===== src/hdl/sxc_ram.sv =====
// Generic single-port-write, single-port-read RAM with registered read data.
// No dependencies.
`timescale 1ns / 1ps

module sxc_ram #(
  parameter int Width = 8,
  parameter int Depth = 16
) (
  input  logic                     clk_i,
  input  logic                     we_i,
  input  logic [$clog2(Depth)-1:0] waddr_i,
  input  logic [Width-1:0]         wdata_i,
  input  logic                     re_i,
  input  logic [$clog2(Depth)-1:0] raddr_i,
  output logic [Width-1:0]         rdata_o
);

  logic [Width-1:0] mem_q [Depth];

  // Read-first: a read of the address being written returns the old word
  always_ff @(posedge clk_i) begin
    if (we_i) begin
      mem_q[waddr_i] <= wdata_i;
    end
    if (re_i) begin
      rdata_o <= mem_q[raddr_i];
    end
  end

endmodule


===== config.mk =====
export PLATFORM = sky130hd
export DESIGN_NAME = sxc_ram
export DESIGN_NICKNAME = d
export VERILOG_FILES = /design/src/hdl/sxc_ram.sv
export SDC_FILE = /design/constraint.sdc
export NUM_CORES = 1
export LEC_CHECK = 0
export BUFFER_PORTS_ARGS = -buffer_cell sky130_fd_sc_hd__buf_2
export CAP_MARGIN = 20
export CELL_PAD_IN_SITES_DETAIL_PLACEMENT = 0
export CELL_PAD_IN_SITES_GLOBAL_PLACEMENT = 1
export CORE_ASPECT_RATIO = 0.5
export CORE_MARGIN = 5
export CORE_UTILIZATION = 30
export DETAILED_ROUTE_END_ITERATION = 8
export PLACE_DENSITY_LB_ADDON = 0.1
export SLEW_MARGIN = 10
export SYNTH_ARGS = -nofsm -noshare
export SYNTH_HDL_FRONTEND = slang
export SYNTH_SLANG_ARGS = --single-unit

===== constraint.sdc =====
create_clock -name clk_i -period 1.86 [get_ports clk_i]
set_clock_uncertainty 0.05 [all_clocks]
set_input_delay 0.279 -clock clk_i [delete_from_list [all_inputs] [get_ports clk_i]]
set_output_delay 0.279 -clock clk_i [all_outputs]
set_load 0.01 [all_outputs]

==> impl_metrics.toml <==
[worst_hold_path]
worst_hold_path.endpoint = "rdata_o[7]"
min_path_type = "in2reg"
holdCritStartpoint = "re_i"
whs_path_depth = 1

[pwr]
p_leak_nw = 2.183
share_clk_of_total_power_pct = 46.9
p_int_w = 0.005729
net_sw_share_pct = 20.70
net-switching-power_w = 0.001496
vdd.ir_drop.worst_mv = 0.6338
p_per_area_nw_per_um2 = 1118
part_of_the_total_power_dissipated_in_sequential_elements_pct = 48.0
power_frac_comb_pct = 5.1

[place]
gp_congestion = 0.7423
dp_hpwl_um = 7651
buffer_ports.inserted = 26
post-place-ws_ns = -0.2098
numPlacedInstances = 510

[grt]
global_route.usage.total_pct = 11.75
grt_overflow_total = 0
antenna_found_initial = 0
vias_in_the_first_global_route = 2648
grt_first_pass_wirelength_um = 16760
grt_start_max_net_pins = 21

[floorplan]
pin_count = 27
die_area_sq_um = 20320
initial_core_util_pct = 30.34
floorplan.core_area_sq_um = 17230
fp.dieH_um = 103.3
fp.dieW_um = 196.7
fp-row-count = 34

[synth]
synthMuxAreaShare_pct = 14.79
yosysSeqAreaShare_pct = 78.12
synth-seq-cells = 136
yosys_warnings = 0
synth.net_count = 248
post_synth_num_cell_types = 18
synth_fa_ha_area_share_pct = 0
postSynthAreaPerCell_sq_um = 22.83
synthesis.instances = 229
share_of_the_synthesized_area_in_compound_gates_ao_oa_aoi_oai_pct = 2.298
synth_xor_area_share_pct = 0
synth_top_family_by_area = "multiplexers"
synth_simple_gate_area_share_pct = 3.135
mappedNetlistArea_sq_um = 5228

[drt]
vias = 2474
routedWlPerCell_um = 20.70
topRoutingLayerUsed = "met4"
violation_count_after_the_first_detailed_routing_iteration = 195
route.met2.wl_um = 4957
antenna_left = 0
met3_wirelength_um = 394
drtPass1Iterations = 4
avgViaCountPerCell = 4.565
m1WireLength_um = 5751
postRouteWirelength_um = 11220
post-route-drc-count = 0

[worst_setup_path]
path_type_of_the_worst_setup_path = "reg2reg"
crit_path_end_kind = "register"
worstPathCellList = "mux4_1 -> a22oi_1 -> nand2_1"
reg2regPathDepth = 3
max_stage_delay_ns = 0.57
reg2reg_setup_slack_ns = 0.17
beginning_of_the_worst_register_to_register_path = "mem_q[5][3]"
critPathRequiredTime_ns = 1.95
cp_max_fo = 1
capture_instance_of_the_worst_register_to_register_path = "rdata_o[3]"
worst-endpoint-arrival_ns = 1.78
critical_path.slowest_cell = "sky130_fd_sc_hd__mux4_1"
cp-start-kind = "register"

[timing]
slew-limit-headroom_pct = 43.74
min_period_ns = 1.690
finalCritPeriodShare_pct = 90.84
slew_of_the_pin_with_the_lowest_slew_margin_ns = 0.8422
worst_hold_slack_ns = 0.1858
fin_ws_ns = 0.1703
report.final.hold_viol_count = 0
timing.final.setup_violations = 0
aggregate_negative_setup_slack_ns = 0
grt_setup_unrepaired = "no"
final_max_slew_viol_count = 0
max_freq_ghz = 0.5918

[clock_tree]
clock_sinks = 136
worstSkewPairLatency_ns = 0.41
cts_tree = "done"
post-cts-setup-buffers = 0
cts-hold-fix-buffers = 0
postCtsResizedCells = 0
clock_path_buffers = 2
cts_max_level = 4
clock_slew_seen_by_the_registers_of_the_worst_setup_and_hold_paths_ns = 0.06
cts.root.buffer_cell = "sky130_fd_sc_hd__clkbuf_16"
cts_bufs_inserted = 17

[run_status]
status = "completed"

[final_layout]
syn2layout_area_growth_pct = 23.60
final-instance-count-excl-fill = 542
layout.nets = 314
drive_gt1_share_pct = 34.42
layout.cells.most_common_list = "sky130_fd_sc_hd__edfxtp_1, sky130_fd_sc_hd__buf_2, sky130_fd_sc_hd__buf_4"
num-fill-cells = 1575
layout_commonest_cell = "sky130_fd_sc_hd__edfxtp_1"
num_antenna_cells = 0

[job]
cap_viol_max_count = 0
-- area by class of cell --
| type | count | area [sq um] | share of cell area, % |
|---|---|---|---|
| Sequential cell | 136 | 4084 | 63.21 |
| Clock inverter | 15 | 176.4 | 2.730 |
| Clock buffer | 17 | 425.4 | 6.584 |
| Tap cell | 234 | 292.8 | 4.531 |
| Timing Repair Buffer | 57 | 425.4 | 6.584 |
| Multi-Input combinational cell | 83 | 1057 | 16.36 |
-- cell families after synthesis --
family / after synthesis
DFF: 136
and+or+nand+nor: 35
muxes: 32
AOI/OAI and AO/OA: 16
buffers and inverters: 10
-- power by group through the flow --
stage | registers [W] | logic (W) | clock network, W
2_1_floorplan | 0.00354 | 0.000174 | 0
3_3_place_gp | 0.00353 | 0.000370 | 0
3_5_place_dp | 0.00353 | 0.000376 | 0
4_1_cts | 0.00347 | 0.000376 | 0.00347
5_1_grt | 0.00347 | 0.000398 | 0.00363
6_report | 0.00347 | 0.000367 | 0.00339
-- stage by stage --
step / power (W) / util, % / instance area, sq um
6_report: 0.007225 / 37.50 / 6461
5_1_grt: 0.007498 / 37.50 / 6461
4_1_cts: 0.007312 / 37.50 / 6461
3_5_place_dp: 0.003909 / 34.01 / 5859
3_3_place_gp: 0.003901 / 34.01 / 5859
2_1_floorplan: 0.003712 / - / 5228
-- how the worst max path moves through the flow --
stage	from	endpoint	slack, ns	depth (start not counted)
4_1_cts	mem_q[5][3]	rdata_o[3]	0.20	3
3_3_place_gp	raddr_i[0]	rdata_o[1]	-0.23	6
6_report	mem_q[5][3]	rdata_o[3]	0.17	3
3_5_place_dp	raddr_i[0]	rdata_o[1]	-0.21	6
2_1_floorplan	waddr_i[2]	mem_q[0][0]	0.04	2
5_1_grt	mem_q[7][3]	rdata_o[3]	0.10	3
-- critical path, delay by kind of cell (launching register included) --
kind / cells / cell delay [ns]
AO/OA/AOI/OAI: 1 / 0.35
multiplexers: 1 / 0.57
AND/OR/NAND/NOR: 1 / 0.11
flip-flops: 1 / 0.35
-- synthesized netlist by cell type, drive strengths merged --
cell type | count | share of area (%)
edfxtp | 136 | 78
mux4 | 32 | 15
a22oi | 16 | 2.3
nor2 | 13 | 0.93
nand2 | 9 | 0.65
buf | 7 | 1.1
nor3 | 4 | 0.38
clkdlybuf4s25 | 3 | 0.57
nand2b | 2 | 0.24
nand3b | 2 | 0.29
and2 | 1 | 0.12
and2b | 1 | 0.14
nand3 | 1 | 0.096
nor2b | 1 | 0.12
or3b | 1 | 0.17
-- state kept, by name (all words and copies together) (netlist names) --
| signal | cells |
|---|---|
| mem_q | 128 |
| rdata_o | 8 |
-- metal layers --
metal,up-vias,global-route usage [%]
met4,0,4.792
met3,8,2.621
li1,1119,-
met5,-,0
met1,1309,17.08
met2,38,17.30
Note: power is estimated with default switching activity, not from simulation.
