**src/hdl/sxc_pkg.sv**
```systemverilog
// Shared constants, codes and types of the Sobel-x stream unit.
// No dependencies; imported by every module of the block except sxc_ram.
`timescale 1ns / 1ps

package sxc_pkg;

  // Line and frame limits
  localparam int MaxWidth  = 1024;
  localparam int MaxHeight = 1024;
  localparam int KSize     = 3;

  // Field and counter widths
  localparam int PixW     = 8;
  localparam int CfgW     = 11;
  localparam int RowW     = 11;
  localparam int GradW    = 11;
  localparam int ColW     = $clog2(MaxWidth);
  localparam int EffW     = (ColW + 1 > CfgW) ? ColW + 1 : CfgW;
  localparam int CountW   = $clog2(MaxWidth * MaxHeight);
  localparam int AreaW    = CountW + 1;
  localparam int LineW    = 2 * PixW;
  localparam int InDataW  = ((PixW + 7) / 8) * 8;
  localparam int OutDataW = ((GradW + 7) / 8) * 8;
  localparam int CfgIdxW  = 1;

  // Reset values of the configuration registers
  localparam logic [CfgW-1:0] ImageWidthRst  = CfgW'(1024);
  localparam logic [CfgW-1:0] ImageHeightRst = CfgW'(1024);

  // Configuration register indexes
  localparam logic [CfgIdxW-1:0] RegImageWidth  = CfgIdxW'(0);
  localparam logic [CfgIdxW-1:0] RegImageHeight = CfgIdxW'(1);

  // Input command codes
  localparam logic CmdPixel = 1'b0;
  localparam logic CmdDrain = 1'b1;

  // Request handed from the counter stage to the window stage
  typedef struct packed {
    logic [ColW-1:0] col;
    logic [PixW-1:0] pix;
    logic            has_top;
    logic            has_mid;
    logic            col_first;
    logic            emit;
    logic            frame_end;
  } sxc_item_t;

  // Result handed from the window stage to the output buffer
  typedef struct packed {
    logic [GradW-1:0] grad;
    logic             last;
  } sxc_res_t;

endpackage

```
**src/hdl/sxc_out.sv**
```systemverilog
// Output buffer: result register plus one skid entry on the master side.
// Depends on sxc_pkg.
`timescale 1ns / 1ps

module sxc_out (
  input  logic                         clk_i,
  input  logic                         rst_ni,
  input  logic                         push_i,
  input  sxc_pkg::sxc_res_t            res_i,
  output logic                         ready_o,
  output logic                         m_axis_tvalid,
  input  logic                         m_axis_tready,
  output logic [sxc_pkg::OutDataW-1:0] m_axis_tdata,
  output logic                         m_axis_tlast
);
  import sxc_pkg::*;

  sxc_res_t out_q, skid_q;
  logic     out_vld_q, skid_vld_q;
  logic     pop, out_free;

  assign pop      = out_vld_q && m_axis_tready;
  assign out_free = !out_vld_q || pop;
  assign ready_o  = !skid_vld_q;

  assign m_axis_tvalid = out_vld_q;
  assign m_axis_tdata  = OutDataW'(out_q.grad);
  assign m_axis_tlast  = out_q.last;

  // Payload: skid drains first, a new result parks in skid when blocked
  always_ff @(posedge clk_i) begin
    if (out_free) begin
      out_q <= skid_vld_q ? skid_q : res_i;
    end
    if (!skid_vld_q && push_i && !out_free) begin
      skid_q <= res_i;
    end
  end

  // Occupancy
  always_ff @(posedge clk_i or negedge rst_ni) begin
    if (!rst_ni) begin
      out_vld_q  <= 1'b0;
      skid_vld_q <= 1'b0;
    end else begin
      if (out_free) begin
        out_vld_q <= skid_vld_q || push_i;
      end
      if (skid_vld_q) begin
        skid_vld_q <= !out_free;
      end else begin
        skid_vld_q <= push_i && !out_free;
      end
    end
  end

endmodule

```
**config.mk**
```make
export PLATFORM = sky130hd
export DESIGN_NAME = sxc_out
export DESIGN_NICKNAME = d
export VERILOG_FILES = /design/src/hdl/sxc_pkg.sv /design/src/hdl/sxc_out.sv
export SDC_FILE = /design/constraint.sdc
export NUM_CORES = 1
export LEC_CHECK = 0
export BUFFER_PORTS_ARGS = -buffer_cell sky130_fd_sc_hd__buf_2
export CORE_MARGIN = 1
export CORE_UTILIZATION = 43
export DETAILED_ROUTE_END_ITERATION = 16
export PLACE_DENSITY = 0.73
export RECOVER_POWER = 25
export SLEW_MARGIN = 15
export SYNTH_ARGS = -nofsm -noshare
export SYNTH_HDL_FRONTEND = slang
export SYNTH_SLANG_ARGS = --single-unit
export TNS_END_PERCENT = 30
```
**constraint.sdc**
```tcl
create_clock -name clk_i -period 2.2 [get_ports clk_i]
set_clock_uncertainty 0.05 [all_clocks]
set_input_delay 0.44 -clock clk_i [delete_from_list [all_inputs] [get_ports clk_i]]
set_output_delay 0.44 -clock clk_i [all_outputs]
set_load 0.03 [all_outputs]
```
==> results.ini <==
[global_routing]
antenna_found_initial = 0
first_global_vias = 477
grt-ovfl-total = 0
grt_usage_pct = 12.60
grt_pass1_wl_um = 2263
grt_max_degree = 16

[timing]
finalCritPeriodShare_pct = 84.72
slew_viol_final = 0
setup_violations = 0
whs_ns = 0.2613
maxSlewHeadroom_pct = 51.08
tightest_slew_ns = 0.7338
finalHoldViolCount = 0
min_period_ns = 1.864
setup_tns_ns = 0
rsz0062_at_grt = no
clock.fmax_mhz = 536.5
setup_ws_ns = 0.3361

[hold_path]
min-delay-path-class = primary input to flop

[yosys]
avgSynthCellArea_um2 = 19.87
synth_area_um2 = 1033
ys_ff_latch = 26
yosysSeqAreaShare_pct = 74.58
ys_types = 13
netlist_instances = 52
yosys_warnings = 0

[setup_path]
cp_max_fo = 8
cp_top_family = flip-flops
cp-end-kind = output port
slowest_stage = dfrtp_1
worstPathArrival_ns = 1.37
path_cells = buf_4 -> inv_1 -> buf_2
path_class = flop to output port
start_kind = flop
cpPeakStageDelay_ns = 0.59
crit_required_ns = 1.71
crit_buf_inv = 3

[clock_tree]
clock_path_buffers = 2
cts-htree-levels = 1
clock_latency_ns = 0.31
cts_tree = built
root_buffer = clkbuf_4
cts_resized = 0
hold_buffers = 1
postCtsSetupBuffers = 0
path_clk_slew_ns = 0.13
numClockSinks = 26
cts_buffers = 3

[pwr]
power_density_nw_per_um2 = 857.9
switching_share_pct = 22.71
p_leak_uw = 0.0004950
pwr-share-seq_pct = 55.8
intPower_uw = 821.4
vdd_drop_max_mv = 0.4881
switching_power_uw = 241.4
power_uw = 1063
p_clk_share_pct = 29.7
p_comb_share_pct = 14.5

[floorplan]
rows = 17
ios = 35
initial_core_util_pct = 46.27
die_w_um = 51.03
coreArea_um2 = 2233
fp.dieArea_um2 = 2604
die_y_um = 51.03

[drt]
detail-route-antenna-nets = 0
met1_length_um = 622
firstDrtPassIters = 2
vias = 503
top_layer_used = met3
met3_length_um = 89
drt_iter0_drc = 2
routed_wirelength_um = 1395
routed-wl-met2_um = 683
wl_per_cell_um = 12.24
route.detailed.drc = 0
viasPerCell = 4.412

[place]
dpl.hpwl_um = 1065
placed_cells = 109
io_buffers = 29
preCtsSetupSlack_ns = 0.5057
place_congestion = 0.6536

[final_layout]
mostFrequentLayoutCell = edfxtp_1
n_antenna_cell = 0
synthToLayoutAreaGrowth_pct = 19.85
nets = 103
final_cell_mix = edfxtp_1 (24), buf_2 (23), mux2_4 (7), clkbuf_1 (7)
fin_cells = 114
drive_gt1_share_pct = 48.84
fillers = 190

[status]
status = complete, no violations

[run]
drv_cap = 0

sequential cells by signal, summed over array words and instances, names as in the netlist:
name and cells:
skid_vld_q 1, m_axis_tlast 1, skid_q 12, m_axis_tvalid 1
m_axis_tdata 11
synthesized netlist by cell type:
cell       n  area, µm²
mux2_4     7      105.1
edfxtp_1  24      720.7
nor3b_1    1      7.510
dfrtp_1    2      50.05
inv_1      1      3.750
buf_12     1      20.02
mux2_2     5      56.30
nand2_1    1      3.750
nor2_1     2      7.510
buf_6      1      11.26
nand2b_1   1      6.260
conb_1     1      3.750
buf_4      5      37.54
power groups by stage:
stage	clock network [µW]	registers (µW)	logic, µW
6_report	315	593	154
5_1_grt	352	597	165
4_1_cts	325	594	159
3_5_place_dp	0	605	157
3_3_place_gp	0	603	156
2_1_floorplan	0	648	78.3
stage by stage:
stage               util (%)  area, µm²
floorplan                  -       1054
detailed placement     53.17       1187
global placement       53.17       1187
CTS                    55.97       1250
global route           55.46       1239
finish                 55.46       1239
path summary, 6_finish.rpt:
path,start,end,slack [ns],cells past startpoint
worst max register to register,skid_vld_q,skid_q[8],0.69,2
max in group asynchronous,rst_ni,skid_vld_q,1.60,2
min in group asynchronous,rst_ni,m_axis_tvalid,0.38,2
worst min register to register,skid_q[8],m_axis_tdata[7],0.51,1
worst max-delay path,skid_vld_q,ready_o,0.34,3
worst min-delay path,res_i[4],skid_q[4],0.26,1
layout make-up:
class	instances	area (µm²)	area share, %
Clock buffer	3	22.52	1.818
Clock inverter	1	30.03	2.424
Inverter	1	3.754	0.3030
Multi-Input combinational cell	22	210.2	16.97
Sequential cell	26	770.7	62.22
Tap cell	28	35.03	2.828
Timing Repair Buffer	33	166.4	13.43
layer usage:
metal,up-vias,GRT usage (%)
met3,0,4.464
met5,-,0
li1,248,-
met4,0,4.167
met2,19,19.74
met1,236,16.24
kinds of logic after synthesis:
group	after synthesis	share of synthesized area [%]
buffers and inverters	8	7.022
flip-flops	26	74.58
multiplexers	12	15.62
other	1	0.3628
AND/OR/NAND/NOR	5	2.422
(Power assumes the default switching activity.)
