**src/hdl/sxc_pkg.sv**
```systemverilog
// Shared constants, codes and types of the Sobel-x stream unit.
// No dependencies; imported by every module of the block except sxc_ram.
`timescale 1ns / 1ps

package sxc_pkg;

  // Line and frame limits
  localparam int MaxWidth  = 1024;
  localparam int MaxHeight = 1024;
  localparam int KSize     = 3;

  // Field and counter widths
  localparam int PixW     = 8;
  localparam int CfgW     = 11;
  localparam int RowW     = 11;
  localparam int GradW    = 11;
  localparam int ColW     = $clog2(MaxWidth);
  localparam int EffW     = (ColW + 1 > CfgW) ? ColW + 1 : CfgW;
  localparam int CountW   = $clog2(MaxWidth * MaxHeight);
  localparam int AreaW    = CountW + 1;
  localparam int LineW    = 2 * PixW;
  localparam int InDataW  = ((PixW + 7) / 8) * 8;
  localparam int OutDataW = ((GradW + 7) / 8) * 8;
  localparam int CfgIdxW  = 1;

  // Reset values of the configuration registers
  localparam logic [CfgW-1:0] ImageWidthRst  = CfgW'(1024);
  localparam logic [CfgW-1:0] ImageHeightRst = CfgW'(1024);

  // Configuration register indexes
  localparam logic [CfgIdxW-1:0] RegImageWidth  = CfgIdxW'(0);
  localparam logic [CfgIdxW-1:0] RegImageHeight = CfgIdxW'(1);

  // Input command codes
  localparam logic CmdPixel = 1'b0;
  localparam logic CmdDrain = 1'b1;

  // Request handed from the counter stage to the window stage
  typedef struct packed {
    logic [ColW-1:0] col;
    logic [PixW-1:0] pix;
    logic            has_top;
    logic            has_mid;
    logic            col_first;
    logic            emit;
    logic            frame_end;
  } sxc_item_t;

  // Result handed from the window stage to the output buffer
  typedef struct packed {
    logic [GradW-1:0] grad;
    logic             last;
  } sxc_res_t;

endpackage

```
**src/hdl/sxc_ctrl.sv**
```systemverilog
// Front stage: configuration registers, raster counters and line-RAM read.
// Depends on sxc_pkg.
`timescale 1ns / 1ps

module sxc_ctrl (
  input  logic                         clk_i,
  input  logic                         rst_ni,
  input  logic                         cfg_we_i,
  input  logic [sxc_pkg::CfgIdxW-1:0]  cfg_idx_i,
  input  logic [sxc_pkg::CfgW-1:0]     cfg_wdata_i,
  input  logic                         accept_i,
  input  logic                         command_i,
  input  logic [sxc_pkg::PixW-1:0]     pixel_i,
  output logic [sxc_pkg::ColW-1:0]     rd_addr_o,
  output sxc_pkg::sxc_item_t           item_o
);
  import sxc_pkg::*;

  logic [CfgW-1:0]      width_q, height_q;
  logic [AreaW-1:0]     area_d;
  logic [ColW-1:0]      col_q, col_d;
  logic [RowW-1:0]      row_q, row_d;
  logic [CountW-1:0]    cnt_q, cnt_d;
  logic [EffW-1:0]      eff_w, col_inc;
  logic [CfgW-1:0]      eff_h;
  logic [EffW+CfgW-1:0] prod;
  logic [AreaW-1:0]     cnt_inc;
  logic                 col_last, emit, last;

  // Clamp the registers into their working range
  always_comb begin
    if (width_q == '0) begin
      eff_w = EffW'(1);
    end else if (EffW'(width_q) > EffW'(MaxWidth)) begin
      eff_w = EffW'(MaxWidth);
    end else begin
      eff_w = EffW'(width_q);
    end
    if (height_q == '0) begin
      eff_h = CfgW'(1);
    end else if (height_q > CfgW'(MaxHeight)) begin
      eff_h = CfgW'(MaxHeight);
    end else begin
      eff_h = height_q;
    end
    prod   = eff_w * eff_h;
    area_d = prod[AreaW-1:0];
  end

  // Position decode for the incoming request
  always_comb begin
    col_inc  = EffW'(col_q) + EffW'(1);
    col_last = (col_inc >= eff_w);
    cnt_inc  = AreaW'(cnt_q) + AreaW'(1);
    emit     = (row_q >= RowW'(2)) || ((row_q == RowW'(1)) && (col_q != '0));
    last     = emit && (cnt_inc >= area_d);

    item_o.col       = col_q;
    item_o.pix       = ((command_i == CmdPixel) && (row_q < eff_h)) ? pixel_i : '0;
    item_o.has_top   = (row_q >= RowW'(2));
    item_o.has_mid   = (row_q != '0);
    item_o.col_first = (col_q == '0);
    item_o.emit      = emit;
    item_o.frame_end = last;
    rd_addr_o        = col_q;
  end

  // Counter update; a frame end restarts all three counters
  always_comb begin
    col_d = col_q;
    row_d = row_q;
    cnt_d = cnt_q;
    if (accept_i) begin
      if (last) begin
        col_d = '0;
        row_d = '0;
        cnt_d = '0;
      end else begin
        col_d = col_last ? '0 : col_inc[ColW-1:0];
        row_d = col_last ? row_q + RowW'(1) : row_q;
        cnt_d = emit ? cnt_inc[CountW-1:0] : cnt_q;
      end
    end
  end

  always_ff @(posedge clk_i or negedge rst_ni) begin
    if (!rst_ni) begin
      width_q  <= ImageWidthRst;
      height_q <= ImageHeightRst;
      col_q    <= '0;
      row_q    <= '0;
      cnt_q    <= '0;
    end else begin
      if (cfg_we_i) begin
        unique case (cfg_idx_i)
          RegImageWidth:  width_q  <= cfg_wdata_i;
          RegImageHeight: height_q <= cfg_wdata_i;
        endcase
      end
      col_q  <= col_d;
      row_q  <= row_d;
      cnt_q  <= cnt_d;
    end
  end

endmodule

```
**config.mk**
```make
export PLATFORM = sky130hd
export DESIGN_NAME = sxc_ctrl
export DESIGN_NICKNAME = d
export VERILOG_FILES = /design/src/hdl/sxc_pkg.sv /design/src/hdl/sxc_ctrl.sv
export SDC_FILE = /design/constraint.sdc
export NUM_CORES = 1
export LEC_CHECK = 0
export ABC_AREA = 0
export BUFFER_PORTS_ARGS = -buffer_cell sky130_fd_sc_hd__buf_2
export CAP_MARGIN = 0
export CORE_MARGIN = 2
export CORE_UTILIZATION = 60
export DETAILED_ROUTE_END_ITERATION = 8
export PLACE_DENSITY = 0.76
export SETUP_SLACK_MARGIN = 0.3
export SKIP_CTS_REPAIR_TIMING = 1
export SLEW_MARGIN = 30
export SYNTH_ARGS = -nofsm -noshare
export SYNTH_HDL_FRONTEND = slang
export SYNTH_SLANG_ARGS = --single-unit
```
**constraint.sdc**
```tcl
create_clock -name clk_i -period 21 [get_ports clk_i]
set_input_delay 1.05 -clock clk_i [delete_from_list [all_inputs] [get_ports clk_i]]
set_output_delay 1.05 -clock clk_i [all_outputs]
set_load 0.05 [all_outputs]
```
==> key figures, run 1 <==
Final layout
  • Filler Cells Inserted: 1125
  • Commonest non-fill, non-tap cells in the layout: inv_1, nor2_1, ha_1, nand2_1, fa_1
  • Number of non-filler instances in the completed layout: around 1100
  • Area grow syn2layout: 7.91%
  • Share of cells above drive strength 1: between 10% and 20%
  • Inserted Diodes: 0
  • Util after Layout: 66.6%
  • Commonest non-fill, non-tap cell in the layout: inv_1
  • # nets final: 1174

Global route
  • GR Util All Layers: 26.9%
  • Largest net degree at the start of global routing: 64
  • Gr ovfl total: 0
  • Number of global-route vias before repair: 6514
  • Initial antenna violation count: 0
  • Global-route wire length before repair: 31.1 mm

STA
  • Clk_skew: 0.00731 ns
  • Slew Viols, Final: 0
  • RSZ-0062 raised after global routing: false
  • Final setup fails: 0
  • Max Clk Rate: 113 MHz
  • Sum of negative setup slack: 0 ns
  • Least-Margin Pin Slew: 0.826 ns
  • Fin. Hold Viols: 0
  • Slew margin rel.: 45.0%
  • Final period util: approximately 42%
  • Post-route minimum period: between 8 and 9 ns

Logic synthesis
  • Top post-synthesis cells by area: fa_1, dfrtp_1, ha_1, inv_1, nor2_1
  • Cell taking the most area after synthesis: fa_1
  • Mapped cell area: between 8000 and 9000 sq um
  • Yosys top cell area share: 19.2%
  • Largest family of logic cells by synthesized area: adder cells
  • Synth Area in XOR/XNOR: 5.84%
  • Post-synth EDFFs: 0
  • Yosys reg bits: 63
  • Post-synthesis simple-gate area fraction: 17.3%
  • Sequential-to-total area share from yosys stat: 19.2%
  • Syn_nets: between 1000 and 1500
  • Main synth FF type: dfrtp_1
  • Adder-Cell Fraction of Synth Area: 35.1%
  • Mux contribution to synthesized area: 3.10%
  • Share of synthesized flip-flops with an asynchronous set or reset: 100%
  • Compound-Gate Fraction of Synth Area: 11.1%
  • Synth Instances: between 900 and 1000
  • Yosys warns: 0
  • Mean Syn Cell Area: 8.89 sq um
  • Synth unique cells: 57

Die
  • Die Ht: 121 um
  • I/O Pins: 58
  • Die ar.: approximately 15000 sq um
  • Cell Rows: 42
  • Die X: 121 um
  • Core footprint: between 10000 and 15000 sq um
  • Initial Util: 61.7%

Worst setup path
  • Crit Reg-Reg Startpoint: width_q[2]$_DFFE_PN0P_
  • R2R setup slack: 12.98 ns
  • Reg2reg end: cnt_q[14]$_DFFE_PN0P_
  • Crit path max fanout: 18
  • Crit path capture type: primary output
  • Most frequent CP cell: fa_1
  • Critical Path RT: 19.95 ns
  • WS Path Type: reg -> out
  • CP peak stage delay: 0.56 ns
  • Slowest CP cell: fa_1
  • R2R cell count: 29
  • Startpoint class of the critical path: register
  • Worst Path Arrival: 7.82 ns

Min path
  • Hold Path Depth: 1
  • Worst Hold Launch: width_q[9]$_DFFE_PN0P_
  • Worst Hold End: width_q[9]$_DFFE_PN0P_
  • Min-delay worst type: reg -> reg

Drt
  • WL per Instance: 16.2 um
  • Drt first pass iters: 5
  • DR iter-0 viols: 502
  • Routed vias: roughly 6600
  • DRC viols: 0
  • Final WL: between 15 and 20 mm
  • Routed Antenna Nets: 0
  • Vias/cell: 5.78

Placement
  • Quantity of I/O buffers inserted on ports: 57
  • Dpl cells: about 1100
  • Final RePlAce weighted congestion: 0.921
  • HPWL Detailed: 14.7 mm

Clock tree
  • Total CTS buffers: 9
  • Later-pin clock latency in the skew report: 0.35 ns
  • TritonCTS Sinks: 63
  • CTS H-Tree Depth: 3
  • Clk slew on worst S/H paths: 0.06 ns
  • Root Buffer: clkbuf_16
  • TritonCTS clock tree: yes
  • Max clock buf depth: 2

Run status
  • Outcome: finished clean

Pwr
  • P_leak: 4.50 nW
  • Max VDD drop: 48.8 uV
  • Power per Cell Area: about 110 nW/um^2

Job
  • Max-cap violation count: 0
==> logic make-up (layout without fill, tap and decap cells) <==
family          Yosys count  in the layout
compound gates          129            129
xor+xnor                 55             55
fa+ha+maj               184            184
buf+inv                 170            213
flops                    63             63
mux                      23             23
simple gates            303            303
==> metal layers <==
metal | GRT usage [%] | up-vias | wire length (um)
met5 | 0 | - | 0
met4 | 9.05 | 0 | 440
met3 | 4.28 | 34 | 1130
met2 | 42.3 | 215 | 8800
met1 | 37.9 | 3250 | 8200
li1 | - | 3126 | -
==> where the power goes <==
group | switching, mW | internal, mW | leakage (nW)
logic | 0.430 | 0.236 | 3.56
clock network | 0.0588 | 0.0917 | 0.138
registers | 0.0333 | 0.143 | 0.807
total | 0.522 | 0.470 | 4.50
==> synth_stat cells, types with 5 or more instances <==
cell and count:
inv_1 130, ha_1 105, nor2_1 105, nand2_1 90, fa_1 79, dfrtp_1 61
xnor2_1 36, a21oi_1 27, o21ai_0 26, nand3_1 24, nor2b_1 23, mux2_2 20
xor2_1 19, clkbuf_1 15, a22o_1 13, a21o_1 12, buf_4 12, and2_1 10
and3_1 10, nand4_1 10, o22ai_1 10, clkinv_1 8, nor3_1 8, nor4_1 7
a211oi_1 6, o21a_1 5
==> registers in the layout, indices dropped and copies added (netlist names) <==
name and count:
height_q 11, width_q 11, row_q 11, rd_addr_o 10, cnt_q 20
==> worst max-delay path by stage <==
stage / slack, ns / start / to
final: 12.13 / width_q[2]$_DFFE_PN0P_ / item_o[0]
after global routing: 11.69 / width_q[2]$_DFFE_PN0P_ / item_o[0]
after CTS: 12.14 / width_q[2]$_DFFE_PN0P_ / item_o[0]
after detailed placement: 12.53 / width_q[2]$_DFFE_PN0P_ / item_o[0]
after global placement: 12.77 / width_q[4]$_DFFE_PN0P_ / item_o[0]
after floorplan: 12.93 / width_q[10]$_DFFE_PN1P_ / item_o[0]
==> area by class of cell <==
class	instances	area, sq um	share of cell area, %
Multi-Input combinational cell	694	5980	67.2
Tap cell	176	220	2.48
Inverter	138	518	5.82
Clock buffer	9	225	2.53
Clock inverter	7	71.3	0.802
Timing Repair Buffer	59	300	3.38
Sequential cell	63	1580	17.8
==> stage by stage <==
step	instance area (sq um)	power (mW)	hold WS, ns	worst slack [ns]
after floorplan	8240	0.702	0.485	12.93
after global placement	8590	0.827	0.510	12.77
after detailed placement	8590	0.840	0.515	12.53
after CTS	8890	0.997	0.533	12.14
after global routing	8890	1.09	0.556	11.69
final	8890	0.992	0.529	12.13
==> critical path, delay by kind of cell (launching register included) <==
| family | cells | cell delay, ns |
|---|---|---|
| buf+inv | 6 | 0.79 |
| xor+xnor | 1 | 0.15 |
| compound gates | 9 | 1.84 |
| fa+ha+maj | 7 | 3.27 |
| flops | 1 | 0.38 |
| simple gates | 6 | 1.06 |
No activity file was read; power rests on OpenSTA's default activity.
==> run 2, diff against run 1 <==
- clock period: 21 -> 9.02 ns (I/O delays scaled with it)
==> key figures, run 2 (same netlist as run 1, synthesis figures left out) <==
Drt
  • DRC viols: 0 (unchanged)
  • Drt first pass iters: 5 (unchanged)
  • Routed Antenna Nets: 0 (unchanged)
  • WL per Instance: 16.4 um (was 16.2 um)
  • Vias/cell: 5.74 (was 5.78)
  • DR iter-0 viols: 618 (was 502)
  • Final WL: 18.8 mm (was 18.6 mm)
  • Routed vias: 6594 (was 6625)

STA
  • Slew margin rel.: 39.8% (was 45.0%)
  • Max Clk Rate: 122 MHz
  • Final setup fails: 0 (unchanged)
  • Least-Margin Pin Slew: 0.904 ns (was 0.826 ns)
  • Worst hold slack: 0.278 ns (was 0.529 ns)
  • Clk_skew: 0.00878 ns (was 0.00731 ns)
  • Fin. Hold Viols: 0 (unchanged)
  • Post-route minimum period: around 8.2 ns
  • RSZ-0062 raised after global routing: false (unchanged)
  • Slew Viols, Final: 0 (unchanged)
  • Final period util: 90.9%
  • Sum of negative setup slack: 0 ns (unchanged)

Worst setup path
  • Slowest CP cell: fa_1 (unchanged)
  • Crit path max fanout: 9 (was 18)
  • R2R cell count: 29 (unchanged)
  • Most frequent CP cell: fa_1 (unchanged)
  • R2R setup slack: 0.99 ns (was 12.98 ns)
  • CP peak stage delay: 0.55 ns (was 0.56 ns)
  • Worst Path Arrival: 7.75 ns (was 7.82 ns)
  • Reg2reg end: cnt_q[6]$_DFFE_PN0P_ (was cnt_q[14]$_DFFE_PN0P_)
  • Crit path capture type: primary output (unchanged)
  • WS Path Type: reg -> out (unchanged)
  • Crit Reg-Reg Startpoint: width_q[4]$_DFFE_PN0P_ (was width_q[2]$_DFFE_PN0P_)
  • Critical Path RT: 8.57 ns (was 19.95 ns)
  • Startpoint class of the critical path: register (unchanged)

Global route
  • Gr ovfl total: 0 (unchanged)
  • Number of global-route vias before repair: 6295 (was 6514)
  • Initial antenna violation count: 0 (unchanged)
  • Gr busiest metal: met2 (unchanged)
  • GR Layer Usage met1: 37.9% (about the same)
  • Largest net degree at the start of global routing: 64 (unchanged)
  • GRT met2 Usage: 41.3% (was 42.3%)
  • GR Util All Layers: 26.8% (was 26.9%)
  • Global-route wire length before repair: 30.8 mm (was 31.1 mm)
  • GR Util met3: 5.78% (was 4.28%)

Placement
  • HPWL Detailed: 14.9 mm (was 14.7 mm)
  • Area after DPL: 8590 sq um (unchanged)
  • Quantity of I/O buffers inserted on ports: 57 (unchanged)
  • Final RePlAce weighted congestion: 0.922 (was 0.921)

Die
  • Die ar.: 14700 sq um (unchanged)
  • Die X: 121 um (unchanged)
  • Initial Util: 61.7% (unchanged)
  • Core footprint: 13300 sq um (unchanged)
  • I/O Pins: 58 (unchanged)
  • Cell Rows: 42 (unchanged)
  • Die Ht: 121 um (unchanged)

Clock tree
  • TritonCTS clock tree: yes (unchanged)
  • CTS H-Tree Depth: 3 (unchanged)
  • Total CTS buffers: 9 (unchanged)
  • Max clock buf depth: 2 (unchanged)
  • Later-pin clock latency in the skew report: 0.35 ns (about the same)
  • Clk slew on worst S/H paths: 0.06 ns (about the same)
  • Root Buffer: clkbuf_16 (unchanged)
  • TritonCTS Sinks: 63 (unchanged)

Pwr
  • P_leak: 4.50 nW (about the same)
  • P_sw: 1.24 mW (was 0.522 mW)
  • Power, Total: 2.31 mW (was 0.992 mW)
  • Combinational power share: 67.9% (was 67.1%)
  • Reg power frac: 17.7% (about the same)
  • Internal power: 1.07 mW (was 0.470 mW)
  • Sw Share: 53.5% (was 52.6%)
  • Power per Cell Area: 260 nW/um^2 (was 112 nW/um^2)
  • Clock Power Share: 14.4% (was 15.2%)
  • Max VDD drop: 129 uV (was 48.8 uV)

Final layout
  • Commonest non-fill, non-tap cell in the layout: inv_1 (unchanged)
  • Max FFs per register: 20 (unchanged)
  • # nets final: 1176 (was 1174)
  • Share of cells above drive strength 1: 11.9% (about the same)
  • Area grow syn2layout: 7.88% (was 7.91%)
  • Biggest register: cnt_q (unchanged)
  • Commonest non-fill, non-tap cells in the layout: inv_1, nor2_1, ha_1, nand2_1, fa_1 (unchanged)
  • Final Instance Area: 8890 sq um (about the same)
  • Util after Layout: 66.6% (about the same)
  • Inserted Diodes: 0 (unchanged)

Run status
  • Outcome: finished clean (unchanged)

Min path
  • Min-delay worst type: in -> async (was reg -> reg)

Job
  • Max-cap violation count: 0 (unchanged)
[run 2: worst max-delay path by stage]
| stage | start | to | slack, ns | cells after the start |
|---|---|---|---|---|
| finish | width_q[4]$_DFFE_PN0P_ | item_o[0] | 0.82 | 28 |
| CTS | width_q[4]$_DFFE_PN0P_ | item_o[0] | 0.72 | 28 |
| detailed placement | width_q[4]$_DFFE_PN0P_ | cnt_q[6]$_DFFE_PN0P_ | 1.09 | 28 |
| global placement | width_q[4]$_DFFE_PN0P_ | cnt_q[6]$_DFFE_PN0P_ | 1.24 | 28 |
| floorplan | width_q[10]$_DFFE_PN1P_ | item_o[0] | 1.55 | 29 |
| global route | width_q[4]$_DFFE_PN0P_ | item_o[0] | 0.32 | 28 |
[run 2: per-layer routing]
| metal | part of all wire, % | vias to the layer above | wire, um |
|---|---|---|---|
| met5 | 0 | - | 0 |
| met4 | 2.4 | 0 | 457 |
| met3 | 7.8 | 39 | 1470 |
| met2 | 46 | 259 | 8700 |
| met1 | 43 | 3166 | 8150 |
| li1 | - | 3130 | - |
[run 2: layout make-up]
class                      instances  area [sq um]
timing repair buffer              61           315
fill                            1092          4460
clock buffer                       9           225
sequential                        63          1580
inverter                         138           518
multi-input combinational        694          5980
tap                              176           220
clock inverter                     7          48.8
[run 2: power groups by stage]
stage | registers (mW) | logic [mW] | clock network [mW]
after floorplan | 0.443 | 1.19 | 0
after global placement | 0.411 | 1.52 | 0
after detailed placement | 0.412 | 1.54 | 0
after CTS | 0.408 | 1.56 | 0.335
after global routing | 0.418 | 1.76 | 0.347
final | 0.410 | 1.57 | 0.332
[run 2: worst max-delay path, delay by kind of cell (launching register included)]
kind	cells	cell delay, ns
compound gates	9	1.99
xor+xnor	1	0.15
fa+ha+maj	7	3.26
buf+inv	5	0.55
flops	1	0.40
simple gates	6	1.04
[run 2: per-stage QoR]
| stage | instances | setup WS [ns] |
|---|---|---|
| after floorplan | 927 | 1.55 |
| final | 1148 | 0.824 |
| after detailed placement | 1130 | 1.09 |
| after global routing | 1148 | 0.320 |
| after global placement | 1130 | 1.24 |
| after CTS | 1146 | 0.723 |
