File: src/hdl/sxc_pkg.sv
// Shared constants, codes and types of the Sobel-x stream unit.
// No dependencies; imported by every module of the block except sxc_ram.
`timescale 1ns / 1ps

package sxc_pkg;

  // Line and frame limits
  localparam int MaxWidth  = 1024;
  localparam int MaxHeight = 1024;
  localparam int KSize     = 3;

  // Field and counter widths
  localparam int PixW     = 8;
  localparam int CfgW     = 11;
  localparam int RowW     = 11;
  localparam int GradW    = 11;
  localparam int ColW     = $clog2(MaxWidth);
  localparam int EffW     = (ColW + 1 > CfgW) ? ColW + 1 : CfgW;
  localparam int CountW   = $clog2(MaxWidth * MaxHeight);
  localparam int AreaW    = CountW + 1;
  localparam int LineW    = 2 * PixW;
  localparam int InDataW  = ((PixW + 7) / 8) * 8;
  localparam int OutDataW = ((GradW + 7) / 8) * 8;
  localparam int CfgIdxW  = 1;

  // Reset values of the configuration registers
  localparam logic [CfgW-1:0] ImageWidthRst  = CfgW'(1024);
  localparam logic [CfgW-1:0] ImageHeightRst = CfgW'(1024);

  // Configuration register indexes
  localparam logic [CfgIdxW-1:0] RegImageWidth  = CfgIdxW'(0);
  localparam logic [CfgIdxW-1:0] RegImageHeight = CfgIdxW'(1);

  // Input command codes
  localparam logic CmdPixel = 1'b0;
  localparam logic CmdDrain = 1'b1;

  // Request handed from the counter stage to the window stage
  typedef struct packed {
    logic [ColW-1:0] col;
    logic [PixW-1:0] pix;
    logic            has_top;
    logic            has_mid;
    logic            col_first;
    logic            emit;
    logic            frame_end;
  } sxc_item_t;

  // Result handed from the window stage to the output buffer
  typedef struct packed {
    logic [GradW-1:0] grad;
    logic             last;
  } sxc_res_t;

endpackage

File: src/hdl/sxc_win.sv
// Window stage: line-RAM read-modify-write with forwarding, 3x3 window, gradient.
// Depends on sxc_pkg.
`timescale 1ns / 1ps

module sxc_win (
  input  logic                      clk_i,
  input  logic                      rst_ni,
  input  logic                      load_i,
  input  sxc_pkg::sxc_item_t        item_i,
  input  logic                      out_ready_i,
  output logic                      adv_o,
  input  logic [sxc_pkg::LineW-1:0] rdata_i,
  output logic                      we_o,
  output logic [sxc_pkg::ColW-1:0]  waddr_o,
  output logic [sxc_pkg::LineW-1:0] wdata_o,
  output logic                      push_o,
  output sxc_pkg::sxc_res_t         res_o
);
  import sxc_pkg::*;

  sxc_item_t               s1_q;
  logic                    s1_vld_q;
  logic                    proc;
  logic                    fw_vld_q;
  logic [ColW-1:0]         fw_addr_q;
  logic [LineW-1:0]        fw_data_q;
  logic [LineW-1:0]        line;
  logic [PixW-1:0]         newc [KSize];
  logic [PixW-1:0]         c1_q [KSize];
  logic [PixW-1:0]         c2_q [KSize];
  logic signed [GradW-1:0] diff [KSize];
  logic signed [GradW-1:0] grad;

  // The stage moves on unless a result is waiting for a full output buffer
  assign adv_o = !s1_vld_q || !s1_q.emit || out_ready_i;
  assign proc  = s1_vld_q && adv_o;

  // Latest write wins over a read that raced it
  always_comb begin
    line = (fw_vld_q && (fw_addr_q == s1_q.col)) ? fw_data_q : rdata_i;
    newc[0] = s1_q.has_top ? line[LineW-1:PixW] : '0;
    newc[1] = s1_q.has_mid ? line[PixW-1:0] : '0;
    newc[2] = s1_q.pix;
  end

  // Gradient: new right column minus old left column, center row weighted 2
  always_comb begin
    for (int r = 0; r < KSize; r++) begin
      if (s1_q.col_first) begin
        diff[r] = GradW'(0) - $signed(GradW'(c1_q[r]));
      end else begin
        diff[r] = $signed(GradW'(newc[r])) - $signed(GradW'(c1_q[r]));
      end
    end
    grad = diff[0] + (diff[1] <<< 1) + diff[2];
  end

  // Line RAM write-back: upper takes the middle row, middle takes the new pixel
  assign we_o    = proc;
  assign waddr_o = s1_q.col;
  assign wdata_o = {newc[1], newc[2]};

  assign push_o     = proc && s1_q.emit;
  assign res_o.grad = grad;
  assign res_o.last = s1_q.frame_end;

  // Request register
  always_ff @(posedge clk_i) begin
    if (load_i) begin
      s1_q <= item_i;
    end
  end

  // Valid, forwarding and window state
  always_ff @(posedge clk_i or negedge rst_ni) begin
    if (!rst_ni) begin
      s1_vld_q  <= 1'b0;
      fw_vld_q  <= 1'b0;
      fw_addr_q <= '0;
      fw_data_q <= '0;
      for (int r = 0; r < KSize; r++) begin
        c1_q[r] <= '0;
        c2_q[r] <= '0;
      end
    end else begin
      s1_vld_q <= load_i || (s1_vld_q && !adv_o);
      if (proc) begin
        fw_vld_q  <= 1'b1;
        fw_addr_q <= s1_q.col;
        fw_data_q <= {newc[1], newc[2]};
        for (int r = 0; r < KSize; r++) begin
          if (s1_q.frame_end) begin
            c1_q[r] <= '0;
            c2_q[r] <= '0;
          end else if (s1_q.col_first) begin
            c1_q[r] <= '0;
            c2_q[r] <= newc[r];
          end else begin
            c1_q[r] <= c2_q[r];
            c2_q[r] <= newc[r];
          end
        end
      end
    end
  end

endmodule

File: config.mk
export PLATFORM = sky130hd
export DESIGN_NAME = sxc_win
export DESIGN_NICKNAME = d
export VERILOG_FILES = /design/src/hdl/sxc_pkg.sv /design/src/hdl/sxc_win.sv
export SDC_FILE = /design/constraint.sdc
export NUM_CORES = 1
export LEC_CHECK = 0
export BUFFER_PORTS_ARGS = -buffer_cell sky130_fd_sc_hd__buf_2
export CAP_MARGIN = 5
export CORE_MARGIN = 3
export CORE_UTILIZATION = 27
export DETAILED_ROUTE_END_ITERATION = 6
export GPL_TIMING_DRIVEN = 0
export PLACE_DENSITY = 0.46
export SETUP_SLACK_MARGIN = 0.1
export SLEW_MARGIN = 20
export SYNTH_ARGS = -nofsm -noshare
export SYNTH_HDL_FRONTEND = slang
export SYNTH_SLANG_ARGS = --single-unit
File: constraint.sdc
create_clock -name clk_i -period 4.15 [get_ports clk_i]
set_input_delay 0 -clock clk_i [delete_from_list [all_inputs] [get_ports clk_i]]
set_output_delay 0 -clock clk_i [all_outputs]
set_load 0.005 [all_outputs]
==> impl_metrics.ini, run 1 <==
[run_status]
status = finished with violations
violations = negative setup slack

[clock_tree]
cts_tree = yes
htree_levels = 3
clock-sinks = 99
cts_buffer_depth = 2
clk_latency_ns = 0.35
numCtsBuffers = 9
path_clk_slew_ns = 0.07
root_buffer = clkbuf_16

[routing]
drc = 0
dr.pass1.iters = 4
via_per_inst = 4.47
drt_iter0_drc = 204
wl_um = 15700
post_drt_wl_per_cell_um = 15.3
drtAntennaViolNets = 0
num_vias = 4610

[worst_hold_path]
whs_path_depth = 3
whs_endpoint = c2_q[22]
hp-class = in -> reg
hp-start = rdata_i[14]

[final_layout]
fin_cells = 1032
fin_nets = 847
n_fill_cell = 2051
layout_commonest_cell = nand2_1
area_delta_synth_final_pct = 35.0
final_cell_mix = 99 x nand2_1, 82 x buf_2, 76 x dfrtp_1, 57 x o21ai_0
diodes = 0
drive_gt1_share_pct = 28.1

[setup_path]
critPathKind = reg -> out
slowest_stage = fa_2
crit_arrival_ns = 4.99
path_cells = xnor2_1, nand4_1, nor3_4, buf_12, buf_12, mux2i_2, or2_1, ha_4, inv_2, fa_2, a21o_1, a21oi_2, nor2_2, o21a_1, o31a_1, fa_2, ha_4, and4_1, a21oi_2, nor2_2, a211oi_2, buf_2
critPathLaunchType = register
ff2ff_setup_slack_ns = 1.97
timing.rr.end = c2_q[12]
critPathMaxFanout = 4
endpoint_kind = output pin
max_stage_delay_ns = 0.56
reg2reg_depth = 7
worstReg2RegStart = waddr_o[7]
required_ns = 4.15

[power_and_ir_drop]
p_leak_nw = 3.43
power_density_mw_per_mm2 = 539
worst_ir_drop_vdd_uv = 260

[sta]
hold_viol = 0
setup_viol = 9
final_max_slew_viol_count = 0
period_minus_slack_ns = 4.99
clock.fmax_mhz = 201
timing.final.crit_share_pct = 120
worst_slack_ns = -0.836
fin_skew_ns = 0.00959
finalSetupTns_ns = -5.01
rsz0062_at_grt = true
relSlewSlack_pct = 49.8
tightest_slew_ns = 0.744

[floorplanning]
fp.dieArea_mm2 = 0.0232
die_h_um = 152
io_pins = 84
initial_core_util_pct = 28.0
fp.dieW_um = 152
coreArea_mm2 = 0.0206
rows = 52

[placement]
dp_hpwl_um = 11900
numPortBuffers = 83
gp_congestion = 0.813
post-place-cells = 961

[synth]
ys_async_sr_fraction_pct = 76.8
synth-edff-count = 23
ys_seq_area_share_pct = 44.9
syn_inst = 607
synth_area_per_cell_um2 = 9.51
yosysWarningCount = 0
syn-num-nets = 697
syn_area_mm2 = 0.00577
synth.distinct_cells = 44
synthFlopType = dfrtp_1
yosys_register_bits = 99

[grt]
grt_max_degree = 58
grtUsageTotal_pct = 13.5
grt_pass1_wl_um = 25100
antenna_found_initial = 0
overflow = 0
grt_pass1_vias = 4776

[job]
drv_cap = 0
[worst max-delay path: cells and delay by family, from the launching register on]
family / cells / cell delay [ns]
compound gates: 6 / 1.22
xor+xnor: 1 / 0.17
fa+ha+maj: 4 / 1.26
buf+inv: 4 / 0.42
flops: 1 / 0.44
mux: 1 / 0.20
simple gates: 6 / 0.94
[routing by layer]
layer,up-vias,part of all wire [%],GRT usage (%),wire (um)
li1,2321,-,-,-
met1,2179,48,18.8,7610
met2,98,47,21.6,7360
met3,12,4.0,2.47,634
met4,0,0.88,3.42,138
met5,-,0,0,0
[flip-flops by register name (all words and copies together) (netlist names)]
signal / count
waddr_o: 10
c2_q: 24
c1_q: 24
fw_data_q: 16
fw_addr_q: 10
s1_q: 4
s1_vld_q: 1
res_o: 1
wdata_o: 8
fw_vld_q: 1
[cell type report]
class,instances,area [um2],area share [%]
Timing Repair Buffer,139,963,12.4
Buffer,41,241,3.10
Sequential cell,99,2590,33.3
Clock buffer,9,225,2.89
Clock inverter,7,116,1.49
Inverter,42,158,2.02
Multi-Input combinational cell,425,3160,40.5
Tap cell,270,338,4.34
[how the worst max path moves through the flow]
stage,startpoint,to,slack (ns)
3_5_place_dp,waddr_o[2],res_o[10],-0.91
2_1_floorplan,waddr_o[1],res_o[11],-0.13
5_1_grt,waddr_o[6],res_o[11],-1.10
4_1_cts,waddr_o[3],res_o[11],-0.86
6_report,waddr_o[7],res_o[11],-0.84
3_3_place_gp,waddr_o[7],res_o[10],-0.87
[Yosys cell counts, types with 3 or more instances]
| cell | count | area share [%] |
|---|---|---|
| clkbuf_1 | 15 | 0.98 |
| xor2_1 | 7 | 1.1 |
| buf_4 | 19 | 2.5 |
| nor2_1 | 47 | 3.1 |
| edfxtp_1 | 23 | 12 |
| dfrtp_1 | 76 | 33 |
| a21oi_1 | 15 | 1.3 |
| o21a_1 | 8 | 1.0 |
| nand2_1 | 99 | 6.4 |
| xnor2_1 | 23 | 3.5 |
| or2_2 | 3 | 0.33 |
| mux2i_1 | 14 | 2.4 |
| nor2b_1 | 14 | 1.5 |
| o21ai_0 | 62 | 5.4 |
| o31ai_1 | 8 | 1.0 |
| a21o_1 | 6 | 0.78 |
| fa_1 | 13 | 4.5 |
| nand3_1 | 22 | 1.9 |
| nor3_1 | 6 | 0.52 |
| inv_1 | 41 | 2.7 |
| ha_1 | 34 | 7.4 |
| nand2b_1 | 15 | 1.6 |
| buf_1 | 6 | 0.39 |
[where the power goes]
group          switching [mW]  internal (mW)  leakage [nW]
Clock                   0.372          0.588         0.165
Combinational            1.01           1.07          2.04
Sequential             0.0638           1.09          1.22
Total                    1.45           2.75          3.43
[stage by stage]
stage | cell area (um2) | utilization [%] | hold WS, ns | total power, mW | worst slack [ns]
finish | 7790 | 37.8 | 0.000460 | 4.20 | -0.836
global route | 7790 | 37.8 | 0.0171 | 4.50 | -1.10
CTS | 7590 | 36.8 | 0.00838 | 4.06 | -0.861
detailed placement | 6630 | 32.1 | -0.0842 | 2.80 | -0.915
global placement | 6600 | 32.0 | 0.176 | 2.77 | -0.872
floorplan | 5840 | - | -0.296 | 2.29 | -0.130
[kinds of logic after synthesis]
| family | share of synthesized area, % |
|---|---|
| AOI/OAI and AO/OA | 12.1 |
| xor gates and xnor gates | 4.55 |
| adders and majority gates | 11.9 |
| buffers and inverters | 6.92 |
| DFF | 44.9 |
| muxes | 2.91 |
| and+or+nand+nor | 16.7 |
[repair_timing]
item                                   CTS  global route
pin swaps                               33            31
cloned                                   0             0
hold buffers                            26             0
endpoints found under the hold margin  101             0
resized for setup                       38            28
buffers inserted                        22             7
setup endpoints to repair                9             9
No activity file was read; power rests on OpenSTA's default activity.
==> run 2, diff against run 1 <==
--- a/config.mk
+++ b/config.mk
@@ -11,7 +11,7 @@
 export CORE_UTILIZATION = 27
 export DETAILED_ROUTE_END_ITERATION = 6
 export GPL_TIMING_DRIVEN = 0
-export PLACE_DENSITY = 0.46
+export PLACE_DENSITY_LB_ADDON = 0.12
 export SETUP_SLACK_MARGIN = 0.1
 export SLEW_MARGIN = 20
 export SYNTH_ARGS = -nofsm -noshare
==> impl_metrics.ini, run 2 (synthesis results as in run 1) <==
[run_status]
status = finished with violations
violations = negative hold slack, negative setup slack

[setup_path]
cp_num_buf_inv = 4
max_stage_delay_ns = 0.45
crit_arrival_ns = 4.91
critPathKind = reg -> out
critPathMaxFanout = 6
critPathLaunchType = register
reg2reg_depth = 7
crit_start = waddr_o[9]
worstReg2RegStart = waddr_o[9]
crit_family = adder cells
critPathCapture = res_o[11]
ff2ff_setup_slack_ns = 1.89
required_ns = 4.15
slowest_stage = fa_1
cp.depth = 22
path_cells = xnor2_1, nand4_1, nor3_4, buf_12, mux2i_4, or2_4, ha_4, inv_2, fa_2, a21o_1, a21oi_2, nor2_2, o31ai_2, buf_4, o31a_1, fa_1, ha_4, and4_1, a21oi_2, nor2_1, a211oi_2, buf_2
endpoint_kind = output pin
timing.rr.end = c2_q[15]

[clock_tree]
cts_tree = yes
clock-sinks = 99
cts_buffer_depth = 2
root_buffer = clkbuf_16
numCtsBuffers = 9
path_clk_slew_ns = 0.07
clk_latency_ns = 0.36
htree_levels = 3

[final_layout]
fin_cells = 1027
fin_area_mm2 = 0.00768
layout_commonest_cell = nand2_1
seqCellArea_mm2 = 0.00259
diodes = 0
n_fill_cell = 2068
multiInputGateArea_mm2 = 0.00315
top_regs = c1_q (24), c2_q (24), fw_data_q (16)
fin_nets = 842
area_delta_synth_final_pct = 33.0
final_cell_mix = 99 x nand2_1, 82 x buf_2, 76 x dfrtp_1, 58 x o21ai_0, 44 x nor2_1
drive_gt1_share_pct = 27.3
utilization_pct = 37.2

[routing]
post_drt_wl_per_cell_um = 15.6
num_vias = 4649
dr.pass1.iters = 4
drtAntennaViolNets = 0
wl_um = 16100
via_per_inst = 4.53
drc = 0
drt_iter0_drc = 218

[sta]
hold_viol = 1
rsz0062_at_grt = true
timing.final.crit_share_pct = 118
fin_skew_ns = 0.0164
tightest_slew_ns = 0.647
finalSetupTns_ns = -3.48
relSlewSlack_pct = 56.2
setup_viol = 7
worst_slack_ns = -0.764
period_minus_slack_ns = 4.91
hold_slack_ns = -0.00228
final_max_slew_viol_count = 0
clock.fmax_mhz = 203

[worst_hold_path]
hp-class = in -> reg
hp-start = rdata_i[13]

[grt]
antenna_found_initial = 0
grtUsageTotal_pct = 13.5
grt_use_met1_pct = 18.7
grt_max_degree = 54
grt_pass1_vias = 4776
met3_usage_pct = 2.78
top_usage_layer = met2
grt_pass1_wl_um = 25100
overflow = 0
grt_use_met2_pct = 22.2

[floorplanning]
initial_core_util_pct = 28.0
rows = 52
fp.dieW_um = 152
io_pins = 84
die_h_um = 152
coreArea_mm2 = 0.0206
fp.dieArea_mm2 = 0.0232

[placement]
dp_slack_ns = -1.02
post-place-cells = 961
gp_congestion = 0.835
dp_hpwl_um = 12300
dpl_cell_area_mm2 = 0.00663
numPortBuffers = 83

[power_and_ir_drop]
power_density_mw_per_mm2 = 523
p_leak_nw = 3.36
finalPower_mw = 4.02
worst_ir_drop_vdd_uv = 279

[job]
drv_cap = 0
## run 2: changes by cell type in the layout (fill, tap and decap cells not counted), moves of 3 or more
cell	delta
mux2i_4	+6
bufinv_16	-3
mux2i_2	-5
inv_8	+3
## run 2: worst min-delay path by stage
stage | to | slack [ns] | depth (start not counted)
after floorplan | c1_q[0] | -0.30 | 0
after global placement | res_o[0] | 0.18 | 1
after detailed placement | c1_q[6] | -0.05 | 1
after CTS | c2_q[18] | 0.009 | 3
after global routing | c2_q[18] | 0.01 | 3
final | c2_q[21] | -0.002 | 3
## run 2: metal layers
layer,vias up,routed length [um]
met1,2242,7570
li1,2310,-
met5,-,0
met3,8,690
met2,89,7680
met4,0,123
## run 2: where the power goes
part,internal (mW),switching (mW)
clock network,0.430,0.427
logic,1.02,0.981
registers,1.09,0.0660
total,2.54,1.47
## run 2: worst register-to-register path, stage by stage, from the launching register on
cell      delay (ns)
edfxtp_1        0.44
xnor2_1         0.18
nand4_1         0.17
nor3_4          0.31
buf_6           0.20
buf_4           0.19
mux2i_1         0.48
o21ai_0         0.17
## run 2: what timing repair did
action	CTS	global route
resized for setup	42	23
endpoints found under the hold margin	101	0
setup endpoints to repair	10	9
setup buffers	13	11
pin swaps	15	15
hold buffers	26	0
## run 2: cell type report
class                           count  share of cell area, %
Sequential cell                    99                   33.8
Buffer                             41                   3.15
Inverter                           42                   2.05
Tap cell                          270                   4.40
Multi-Input combinational cell    425                   41.1
Clock buffer                        9                   2.93
Timing Repair Buffer              134                   11.6
Clock inverter                      7                  0.994
==> run 3, diff against run 2 <==
--- a/config.mk
+++ b/config.mk
@@ -12,6 +12,7 @@
 export DETAILED_ROUTE_END_ITERATION = 6
 export GPL_TIMING_DRIVEN = 0
 export PLACE_DENSITY_LB_ADDON = 0.12
+export RECOVER_POWER = 100
 export SETUP_SLACK_MARGIN = 0.1
 export SLEW_MARGIN = 20
 export SYNTH_ARGS = -nofsm -noshare
==> impl_metrics.ini, run 3 (synthesis results as in run 1) <==
[floorplanning]
coreArea_mm2 = 0.0206
die_h_um = 152
initial_core_util_pct = 28.0
fp.dieArea_mm2 = 0.0232
fp.dieW_um = 152
rows = 52
io_pins = 84

[routing]
drt_iter0_drc = 217
via_per_inst = 4.53
post_drt_wl_per_cell_um = 15.7
num_vias = 4648
drtAntennaViolNets = 0
wl_um = 16100
dr.pass1.iters = 4
drc = 0

[grt]
grt_pass1_wl_um = 25100
antenna_found_initial = 0
grt_use_met2_pct = 22.2
met3_usage_pct = 2.78
top_usage_layer = met2
grt_max_degree = 54
overflow = 0
grtUsageTotal_pct = 13.5
grt_use_met1_pct = 18.7
grt_pass1_vias = 4776

[placement]
numPortBuffers = 83
dp_hpwl_um = 12300
dp_slack_ns = -1.02
gp_congestion = 0.835

[sta]
rsz0062_at_grt = true
period_minus_slack_ns = 4.91
fin_skew_ns = 0.0164
setup_viol = 7
final_max_slew_viol_count = 0
hold_viol = 1
hold_slack_ns = -0.00232
clock.fmax_mhz = 203
tightest_slew_ns = 1.42
worst_slack_ns = -0.765
relSlewSlack_pct = 5.56
timing.final.crit_share_pct = 118

[setup_path]
crit_arrival_ns = 4.91
critPathKind = reg -> out
crit_family = adder cells
path_cells = xnor2_1, nand4_1, nor3_4, buf_12, mux2i_4, or2_4, ha_4, inv_2, fa_2, a21o_1, a21oi_2, nor2_2, o31ai_2, buf_4, o31a_1, fa_1, ha_4, and4_1, a21oi_2, nor2_1, a211oi_2, buf_2
critPathMaxFanout = 6
cp_num_buf_inv = 4
required_ns = 4.15
critPathLaunchType = register
slowest_stage = fa_1
endpoint_kind = output pin
max_stage_delay_ns = 0.45

[power_and_ir_drop]
worst_ir_drop_vdd_uv = 279
power_density_mw_per_mm2 = 525
finalPower_mw = 4.01
p_leak_nw = 3.33

[clock_tree]
cts_tree = yes
numCtsBuffers = 9
clock-sinks = 99
root_buffer = clkbuf_16
htree_levels = 3
clk_latency_ns = 0.36
path_clk_slew_ns = 0.07
cts_buffer_depth = 2

[final_layout]
diodes = 0
fin_nets = 842
final_cell_mix = 99 x nand2_1, 78 x buf_2, 76 x dfrtp_1, 58 x o21ai_0, 44 x nor2_1
layout_commonest_cell = nand2_1
drive_gt1_share_pct = 26.7
top_regs = c1_q (24), c2_q (24), fw_data_q (16)
area_delta_synth_final_pct = 32.5

[run_status]
violations = negative hold slack, negative setup slack
status = finished with violations

[job]
drv_cap = 0

[worst_hold_path]
hp-class = in -> reg
==> run 3: power by group <==
part           internal, mW  leakage [nW]  switching, mW  total [mW]
clock                 0.430         0.149          0.428       0.858
sequential             1.09          1.22         0.0657        1.16
combinational          1.02          1.96          0.981        2.00
total                  2.54          3.33           1.48        4.01
==> run 3: layer usage <==
metal  up-vias  part of all wire [%]  wire length [um]
li1       2311                     -                 -
met1      2247                    47              7590
met2        82                    48              7700
met3         8                   4.1               662
met4         0                  0.77               123
met5         -                     0                 0
==> run 3: layout make-up <==
cell class / count / area, um2
clock inverters: 7 / 76.3
inverters: 42 / 158
fillers: 2075 / 13000
plain buffers: 41 / 241
flip-flops and latches: 99 / 2590
repair buffers: 134 / 862
multi-input cells: 425 / 3150
clock buffers: 9 / 225
well taps: 270 / 338
==> run 3: per-stage QoR <==
step | setup TNS [ns] | std cells | instance area, um2 | utilization, %
final | -3.49 | 1027 | 7650 | 37.1
after global routing | -5.03 | 1027 | 7650 | 37.1
after CTS | -4.16 | 1016 | 7470 | 36.2
after detailed placement | -5.03 | 961 | 6630 | 32.1
after global placement | -4.70 | 960 | 6600 | 32.0
after floorplan | -0.376 | 607 | 5840 | -
==> run 3: what timing repair did <==
| item | 4_1_cts | 5_1_grt |
|---|---|---|
| hold endpoints to repair | 101 | 0 |
| setup buffers | 13 | 11 |
| hold buffers | 26 | 0 |
| endpoints found under the setup margin | 10 | 9 |
| pin swaps | 15 | 15 |
| gates resized for setup | 42 | 23 |
==> run 3: worst reg2reg max path, cell delays in order (launching register included) <==
cell and delay [ns]:
edfxtp_1 0.44, xnor2_1 0.18, nand4_1 0.17, nor3_4 0.31, buf_6 0.20, buf_4 0.19
mux2i_1 0.49, o21ai_0 0.17
==> run 3: path summary, 6_finish.rpt <==
check | start | end | cells past startpoint | slack, ns
max | waddr_o[9] | res_o[11] | 22 | -0.76
min | rdata_i[13] | c2_q[21] | 3 | -0.002
max reg2reg | waddr_o[9] | c2_q[15] | 7 | 1.86
min reg2reg | fw_data_q[15] | fw_data_q[15] | 2 | 0.48
max in group asynchronous | rst_ni | c1_q[11] | 3 | 1.57
min in group asynchronous | rst_ni | c1_q[5] | 2 | 0.51
